File: src/design/isas_pkg.sv
package isas_pkg;

	localparam int unsigned DATA_W = 32;

	typedef enum logic {
		ST_LOAD,
		ST_DRAIN
	} state_t;

	// What one cell shows its neighbors.
	typedef struct packed {
		logic                     valid;
		logic                     lt;
		logic signed [DATA_W-1:0] value;
	} cell_link_t;

	// Commands broadcast along the row.
	typedef struct packed {
		logic insert;
		logic shift;
	} cell_ctrl_t;

endpackage

File: src/design/isas_cell.sv
module isas_cell (
	input  logic                              clk,
	input  logic                              arst_n,
	input  isas_pkg::cell_ctrl_t              ctrl,
	input  logic signed [isas_pkg::DATA_W-1:0] new_value,
	input  isas_pkg::cell_link_t              prev_link,
	input  isas_pkg::cell_link_t              next_link,
	output isas_pkg::cell_link_t              link
);
	import isas_pkg::*;

	logic                     valid_q;
	logic signed [DATA_W-1:0] value_q;
	logic                     lt;

	// An empty cell counts as +infinity, so empty cells always take part in the shift.
	assign lt = !valid_q || (new_value < value_q);

	assign link.valid = valid_q;
	assign link.lt    = lt;
	assign link.value = value_q;

	always_ff @(posedge clk or negedge arst_n) begin
		if (!arst_n) begin
			valid_q <= 1'b0;
		end else if (ctrl.shift) begin
			valid_q <= next_link.valid;
		end else if (ctrl.insert && lt) begin
			valid_q <= prev_link.lt ? prev_link.valid : 1'b1;
		end
	end

	always_ff @(posedge clk) begin
		if (ctrl.shift) begin
			value_q <= next_link.value;
		end else if (ctrl.insert && lt) begin
			// Take the new value at the insertion point, make room behind it.
			value_q <= prev_link.lt ? prev_link.value : new_value;
		end
	end

endmodule

File: config.mk
export PLATFORM = sky130hd
export DESIGN_NAME = isas_cell
export DESIGN_NICKNAME = d
export VERILOG_FILES = /design/src/design/isas_pkg.sv /design/src/design/isas_cell.sv
export SDC_FILE = /design/constraint.sdc
export NUM_CORES = 1
export LEC_CHECK = 0
export BUFFER_PORTS_ARGS = -buffer_cell sky130_fd_sc_hd__buf_2
export CAP_MARGIN = 20
export CORE_ASPECT_RATIO = 1.4
export CORE_MARGIN = 2
export CORE_UTILIZATION = 46
export CTS_BUF_LIST = sky130_fd_sc_hd__clkbuf_8
export CTS_CLUSTER_DIAMETER = 50
export CTS_CLUSTER_SIZE = 30
export DETAILED_ROUTE_END_ITERATION = 10
export PLACE_DENSITY_LB_ADDON = 0.12
export SYNTH_ARGS = -nofsm -noshare
export SYNTH_HDL_FRONTEND = slang
export SYNTH_SLANG_ARGS = --single-unit
File: constraint.sdc
create_clock -name clk -period 5.8 [get_ports clk]
set_input_delay 0.58 -clock clk [delete_from_list [all_inputs] [get_ports clk]]
set_output_delay 0.58 -clock clk [all_outputs]
set_load 0.03 [all_outputs]
==> results.json, run 1 <==
{
  "synth-simple-area-share_pct": 11.10,
  "die_area_mm2": 0.006080,
  "dieWidth_um": 66.48,
  "syn_nets": 400,
  "via_per_inst": 5.056,
  "yosys.area.top_type_share_pct": 38.23,
  "drt_iter0_markers": 61,
  "cts_root_buf": "clkbuf_8",
  "syn_area_mm2": 0.002514,
  "grt_max_degree": 69,
  "clk_pin_slew_worst_paths_ns": 0.07,
  "cts_sinks": 33,
  "startpoint": "new_value[7]",
  "met2_usage_pct": 37.67,
  "cts.repair.resized": 0,
  "start_util_pct": 48.00,
  "antenna_found_initial": 0,
  "final_core_util_pct": 63.99,
  "maxCapViolations": 0,
  "clock_path_buffers": 2,
  "core_mm2": 0.005236,
  "vdd_drop_max_v": 0.0001666,
  "wl_per_cell_um": 12.75,
  "slew_headroom_pct": 31.85,
  "cp.required_ns": 5.22,
  "wl_um": 5929,
  "synth-async-reset-ratio_pct": 3.030,
  "timing.final.crit_share_pct": 52.27,
  "vias": 2351,
  "busiest_layer": "met2",
  "die_y_um": 91.47,
  "critPathKind": "in -> out",
  "cp-start-kind": "input pin",
  "met3_usage_pct": 5.204,
  "diodes": 0,
  "drcViolationCount": 0,
  "synth_fa_ha_area_share_pct": 15.43,
  "clock.fmax_mhz": 329.9,
  "h-tree-depth": 2,
  "gp_congestion": 0.7258,
  "leakage_nw": 1.770,
  "cts_tree": "yes",
  "nets": 533,
  "synth_seq_cells": 33,
  "synth.area.mux_share_pct": 13.19,
  "drive_above_1_share_pct": 37.09,
  "nFillCells": 512,
  "setup_viol": 0,
  "finalHoldViolations": 0,
  "num_io_pins": 138,
  "synthCells": 265,
  "synth_compound_area_share_pct": 13.89,
  "placementRows": 31,
  "yosys_warnings": 0,
  "hp-class": "in -> async",
  "yosysTopAreaCell": "edfxtp_1",
  "area_growth_pct": 33.30,
  "synth-xor-area-share_pct": 0,
  "use_met1_pct": 22.28,
  "cp_max_fo": 3,
  "synth_ff_type": "edfxtp_1",
  "synth-edff-count": 32,
  "ys_seq_area_share_pct": 39.22,
  "finalWorstSetupSlack_ns": 2.768,
  "synth_top_family_by_area": "adder cells",
  "post_cts_buffers": 0,
  "yosys-top-cells-count": "nand2_1 (42), o21ai_0 (35), edfxtp_1 (32), inv_1 (32), mux2i_1 (32)",
  "holdBufCountCts": 0,
  "fin_tns_setup_ns": 0,
  "synth.distinct_cells": 34,
  "power_mw": 0.8601,
  "rsz0062_at_grt": "no",
  "tightest_slew_ns": 1.022,
  "preCtsSetupSlack_ns": 2.762,
  "final_max_slew_viol_count": 0,
  "whs_ns": 0.05462,
  "syn_area_per_cell_um2": 9.486,
  "worstSkewPairLatency_ns": 0.28,
  "yosysMostFrequentCell": "nand2_1",
  "critPathCaptureType": "output pin",
  "portBuffers": 136,
  "antenna_left": 0,
  "finalClockSkew_ns": 0.003593,
  "grt_usage_pct": 20.50,
  "overflow": 0,
  "powerDensity_mw_per_mm2": 256.7,
  "grt_pass1_wl_um": 9632,
  "grt_pass1_vias": 2287,
  "cts_made_buffers": 5,
  "yosys-top-cells-area": "edfxtp_1 (38%), ha_1 (15%), mux2i_1 (13%), o21ai_0 (7.0%), nand2_1 (6.3%)",
  "layout_min_cycle_time_ns": 3.032,
  "dr.pass1.iters": 4,
  "hpwlAfterDp_um": 4750,
  "arrival_ns": 2.45,
  "reg2reg_from": "value_q[31]",
  "outcome": "complete, no violations"
}
==> layout by cell type (no fill, tap or decap), drive strengths merged, types with 4 or more instances in the layout <==
| cell type | netlist | layout |
|---|---|---|
| a21oi | 13 | 13 |
| buf | 5 | 139 |
| clkbuf | 8 | 5 |
| edfxtp | 32 | 32 |
| ha | 31 | 31 |
| inv | 32 | 33 |
| mux2i | 32 | 32 |
| nand2 | 42 | 42 |
| nand4 | 6 | 6 |
| nor2 | 4 | 4 |
| o21ai | 36 | 36 |
==> report_power, final <==
group	internal [mW]	switching, mW
Combinational	0.121	0.203
Clock	0.125	0.0834
Sequential	0.310	0.0178
Total	0.556	0.304
==> stage by stage <==
stage	std cells	area, µm²
after floorplan	265	2514
after global placement	457	3244
after detailed placement	457	3244
after CTS	465	3351
after global routing	465	3351
final	465	3351
==> worst max-delay path, cell delays in order <==
cell	delay (ns)
buf_2	0.11
ha_1	0.30
nand4_1	0.10
o311a_1	0.38
o41ai_2	0.34
a21oi_1	0.13
mux2_1	0.32
buf_2	0.19
==> path summary, 6_finish.rpt <==
path                                     to  slack, ns  cells after the start
worst min-delay path                valid_q       0.05                      1
worst min register to register      valid_q       0.84                      4
worst max-delay path               link[32]       2.77                      8
min in group clk                value_q[15]       0.57                      3
worst max register to register  value_q[28]       3.32                      9
max in group asynchronous           valid_q       5.66                      1
==> flip-flops by register name, summed over array words and instances, names as in the netlist <==
| signal | flops |
|---|---|
| value_q | 32 |
| valid_q | 1 |
==> per-layer routing <==
| layer | part of all wire [%] | vias to the layer above |
|---|---|---|
| met1 | 39 | 1046 |
| met4 | 1.4 | 0 |
| li1 | - | 1213 |
| met5 | 0 | - |
| met3 | 6.7 | 7 |
| met2 | 53 | 85 |
==> kinds of logic after synthesis <==
family          Yosys count
flops                    33
buf+inv                  45
compound gates           60
fa+ha+maj                31
simple gates             63
mux                      33
==> cell type report <==
| cell class | instances | area (µm²) | area share [%] |
|---|---|---|---|
| Sequential cell | 33 | 985.9 | 29.42 |
| Clock inverter | 3 | 37.54 | 1.120 |
| Inverter | 32 | 120.1 | 3.585 |
| Multi-Input combinational cell | 187 | 1353 | 40.37 |
| Clock buffer | 5 | 68.82 | 2.054 |
| Tap cell | 66 | 82.58 | 2.465 |
| Timing Repair Buffer | 139 | 703.2 | 20.99 |
Note: power is estimated with default switching activity, not from simulation.
==> inputs of run 2 (changes only) <==
CORE_UTILIZATION = 42   (was 46)
clock period = 2.7 ns   (was 5.8 ns; I/O delays follow)
==> results.json, run 2 (synthesis gave the netlist of run 1 again) <==
{
  "setup_viol": 0,
  "cp_max_fo": 2,
  "worstSkewPairLatency_ns": 0.28,
  "placementRows": 33,
  "nets": 559,
  "cts_sinks": 33,
  "arrival_ns": 2.43,
  "layout_min_cycle_time_ns": 2.697,
  "tightest_slew_ns": 0.3706,
  "finalHoldViolations": 0,
  "wl_per_cell_um": 13.11,
  "cts_made_buffers": 5,
  "cts_root_buf": "clkbuf_8",
  "regMostFlops": "value_q",
  "power.switching_mw": 0.7050,
  "outcome": "complete, no violations",
  "dpl.cell_count": 480,
  "num_io_pins": 138,
  "cp-start-kind": "flip-flop",
  "instances_no_fill": 495,
  "cpMaxStageDelayCell": "o311a_1",
  "hp-class": "in -> reg",
  "final_cell_mix": "buf_2 (135), nand2_1 (42), o21ai_0 (35)",
  "final_max_slew_viol_count": 0,
  "hpwlAfterDp_um": 5266,
  "worstHoldPathCells": 3,
  "finalWorstSetupSlack_ns": 0.002609,
  "critPathKind": "reg -> out",
  "drive_above_1_share_pct": 44.71,
  "maxCapViolations": 0,
  "gp_congestion": 0.7372,
  "clk_pin_slew_worst_paths_ns": 0.07,
  "grt_pass1_wl_um": 10680,
  "p_int_mw": 1.208,
  "critPathCaptureType": "output pin",
  "dr.pass1.iters": 5,
  "start_util_pct": 43.18,
  "finalClockSkew_ns": 0.006939,
  "antenna_found_initial": 0,
  "vias": 2451,
  "timing.final.crit_share_pct": 99.90,
  "area_growth_pct": 45.94,
  "grt_pass1_vias": 2424,
  "nFillCells": 539,
  "overflow": 0,
  "die_y_um": 95.54,
  "via_per_inst": 4.952,
  "drt_iter0_markers": 48,
  "cp.required_ns": 2.43,
  "grt_max_degree": 47,
  "clock_power_share_pct": 18.6,
  "cp_top_family": "compound AO/OA/AOI/OAI gates",
  "drcViolationCount": 0,
  "r2r_cells": 11,
  "power_frac_seq_pct": 36.9,
  "antenna_left": 0,
  "mostFrequentLayoutCell": "buf_2",
  "vdd_drop_max_v": 0.0004209,
  "die_area_mm2": 0.006628,
  "power_mw": 1.913,
  "grt_usage_pct": 19.98,
  "combPwrFrac_pct": 44.5,
  "h-tree-depth": 2,
  "cp_num_cells": 9,
  "cp.buffers_inverters": 2,
  "slew_headroom_pct": 75.30,
  "clock_path_buffers": 2,
  "met3_usage_pct": 3.805,
  "use_met1_pct": 23.93,
  "wl_um": 6490,
  "powerDensity_mw_per_mm2": 521.4,
  "largest_reg_flops": 32,
  "dieWidth_um": 69.38,
  "preCtsSetupSlack_ns": -0.2632,
  "cts_tree": "yes",
  "met2_usage_pct": 36.70,
  "portBuffers": 136,
  "leakage_nw": 1.915,
  "final_core_util_pct": 63.01,
  "top_regs": "value_q x32, valid_q x1",
  "rsz0062_at_grt": "yes",
  "critPathMaxStageDelay_ns": 0.39,
  "swShare_pct": 36.86,
  "clock.fmax_mhz": 370.7,
  "critical_path.cell_chain": "inv_2 -> ha_4 -> a211o_1 -> a31oi_1 -> o311a_1 -> o41ai_4 -> a21oi_2 -> mux2_4 -> buf_6",
  "busiest_layer": "met2",
  "diodes": 0,
  "core_mm2": 0.005822
}
## run 2: cell type report
| type | count | area (µm²) | share of cell area [%] |
|---|---|---|---|
| Timing Repair Buffer | 165 | 932.1 | 25.41 |
| Clock inverter | 3 | 13.76 | 0.3752 |
| Inverter | 32 | 120.1 | 3.274 |
| Multi-Input combinational cell | 187 | 1460 | 39.80 |
| Sequential cell | 33 | 985.9 | 26.88 |
| Clock buffer | 5 | 68.82 | 1.876 |
| Tap cell | 70 | 87.58 | 2.387 |
## run 2: what timing repair did
item	4_1_cts	5_1_grt
resized for setup	2	14
endpoints found under the setup margin	33	1
buffers inserted	3	3
endpoints found under the hold margin	1	0
hold buffers	1	0
pin swaps	4	8
## run 2: metal layers
metal,up-vias,routed length (µm)
li1,1263,-
met1,1097,2606
met2,85,3463
met3,6,351
met4,0,69
met5,-,0
## run 2: power groups by stage
stage	logic [mW]	clock network, mW	registers (mW)
2_1_floorplan	0.332	0	0.870
3_3_place_gp	0.768	0	0.715
3_5_place_dp	0.782	0	0.717
4_1_cts	0.809	0.365	0.706
5_1_grt	0.938	0.386	0.718
6_report	0.851	0.356	0.706
## run 2: through the flow
stage / hold slack, ns / instance area (µm²) / setup TNS, ns
floorplan: -0.02559 / 2556 / -6.600
global placement: 0.04619 / 3442 / -4.030
detailed placement: 0.04754 / 3442 / -5.722
CTS: 0.2574 / 3572 / 0
global route: 0.2693 / 3669 / -0.1641
finish: 0.2648 / 3669 / 0
## run 2: worst paths after layout
check | from | to | slack [ns]
setup / recovery | value_q[2] | link[32] | 0.003
hold / removal | next_link[29] | value_q[29] | 0.26
setup reg to reg | value_q[21] | value_q[20] | 0.17
hold reg to reg | valid_q | valid_q | 0.87
max in group asynchronous | arst_n | valid_q | 2.31
min in group asynchronous | arst_n | valid_q | 0.31
## run 2: worst register-to-register path, delay by kind of cell (launching register included)
family	cells	cell delay, ns
compound gates	5	0.77
buf+inv	4	0.55
flops	1	0.37
simple gates	1	0.30
fa+ha+maj	1	0.25
==> inputs of run 3 (changes only) <==
==> constraint.sdc (replaced) <==
create_clock -name clk -period 2.7 [get_ports clk]
set_input_delay 0.405 -clock clk [delete_from_list [all_inputs] [get_ports clk]]
set_output_delay 0.405 -clock clk [all_outputs]
set_load 0.03 [all_outputs]
==> results.json, run 3 (synthesis gave the netlist of run 1 again) <==
{
  "final_cell_mix": "buf_2 (135), nand2_1 (42), o21ai_0 (35)",
  "h-tree-depth": 2,
  "preCtsSetupSlack_ns": 0.005151,
  "violations": "negative setup slack",
  "vias": 2347,
  "nets": 541,
  "dieWidth_um": 69.38,
  "die_area_mm2": 0.006628,
  "fin_tns_setup_ns": -0.03972,
  "startpoint": "value_q[2]",
  "cts_made_buffers": 5,
  "r2r_cells": 11,
  "start_util_pct": 43.18,
  "regMostFlops": "value_q",
  "die_y_um": 95.54,
  "critPathKind": "reg -> out",
  "drt_iter0_markers": 54,
  "critPathCaptureType": "output pin",
  "top_regs": "value_q x32, valid_q x1",
  "hp-class": "in -> reg",
  "outcome": "finished, violations left",
  "num_io_pins": 138,
  "arrival_ns": 2.33,
  "overflow": 0,
  "gp_congestion": 0.7554,
  "clk_pin_slew_worst_paths_ns": 0.07,
  "area_growth_pct": 38.43,
  "maxCapViolations": 0,
  "finalHoldViolations": 0,
  "setup_viol": 1,
  "cp-start-kind": "flip-flop",
  "grt_pass1_vias": 2243,
  "vdd_drop_max_v": 0.0003569,
  "wl_um": 5974,
  "cts_root_buf": "clkbuf_8",
  "wl_per_cell_um": 12.52,
  "antenna_found_initial": 0,
  "worstHoldPathCells": 3,
  "drive_above_1_share_pct": 40.05,
  "grt_pass1_wl_um": 9798,
  "grt_usage_pct": 18.38,
  "leakage_nw": 1.817,
  "grt_max_degree": 39,
  "finalWorstSetupSlack_ns": -0.03972,
  "portBuffers": 136,
  "placementRows": 33,
  "layout_min_cycle_time_ns": 2.740,
  "tightest_slew_ns": 0.3332,
  "rsz0062_at_grt": "yes",
  "cts_tree": "yes",
  "diodes": 0,
  "power_mw": 1.810,
  "antenna_left": 0,
  "finalClockSkew_ns": 0.006176,
  "final_max_slew_viol_count": 0,
  "final_core_util_pct": 59.77,
  "rrSetupSlack_ns": 0.28,
  "timing.final.crit_share_pct": 101.5,
  "mostFrequentLayoutCell": "buf_2",
  "hp-start": "next_link[6]",
  "clock_path_buffers": 2,
  "cp_max_fo": 2,
  "hpwlAfterDp_um": 4917,
  "worstSkewPairLatency_ns": 0.28,
  "drcViolationCount": 0,
  "powerDensity_mw_per_mm2": 520.0,
  "cts_sinks": 33,
  "reg2reg_from": "value_q[23]",
  "largest_reg_flops": 32,
  "via_per_inst": 4.920,
  "core_mm2": 0.005822,
  "slew_headroom_pct": 77.58,
  "dr.pass1.iters": 4,
  "cp.required_ns": 2.30,
  "clock.fmax_mhz": 365.0
}
run 3: cell types whose count changed in the layout (fill, tap and decap cells not counted), moves of 2 or more:
cell,change
inv_2,-2
a21oi_1,+4
a21oi_2,-4
buf_4,-17
inv_1,+2
run 3: layer usage:
| metal | vias to the layer above | track usage [%] | routed length (µm) |
|---|---|---|---|
| met5 | - | 0 | 0 |
| li1 | 1228 | - | - |
| met2 | 76 | 32.37 | 2966 |
| met3 | 5 | 4.968 | 396 |
| met4 | 0 | 4.412 | 59 |
| met1 | 1038 | 22.41 | 2552 |
run 3: final timing paths:
path | to
min | value_q[6]
max reg2reg | value_q[28]
max | link[32]
max in group asynchronous | valid_q
min in group asynchronous | valid_q
min reg2reg | valid_q
run 3: power by group:
part / switching [mW] / internal [mW]
Sequential: 0.0369 / 0.666
Combinational: 0.450 / 0.304
Clock: 0.177 / 0.175
Total: 0.664 / 1.15
run 3: area by class of cell:
| type | instances | area [µm²] |
|---|---|---|
| repair buffers | 147 | 784.5 |
| clock buffers | 5 | 68.82 |
| well taps | 70 | 87.58 |
| fillers | 534 | 2342 |
| inverters | 32 | 120.1 |
| clock inverters | 3 | 13.76 |
| multi-input cells | 187 | 1419 |
| flip-flops and latches | 33 | 985.9 |
run 3: through the flow:
stage          hold WS (ns)  cell area (µm²)  cells
2_1_floorplan        0.1094             2556    265
3_3_place_gp         0.1812             3344    467
3_5_place_dp         0.1827             3344    467
4_1_cts              0.3934             3463    477
5_1_grt              0.4046             3480    477
6_report             0.3997             3480    477
run 3: critical path: stages, from the launching register on:
cell and delay [ns]:
edfxtp_1 0.36, inv_2 0.06, ha_4 0.25, a211o_1 0.10, a31oi_1 0.04, o311a_1 0.36, o41ai_2 0.27, a21oi_1 0.15
mux2_4 0.33, buf_6 0.14
run 3: what timing repair did:
| action | in CTS | in global routing |
|---|---|---|
| pin swaps | 5 | 0 |
| hold buffers | 1 | 0 |
| setup endpoints to repair | 1 | 1 |
| setup buffers | 1 | 0 |
| resized for setup | 4 | 3 |
| hold endpoints to repair | 1 | 0 |
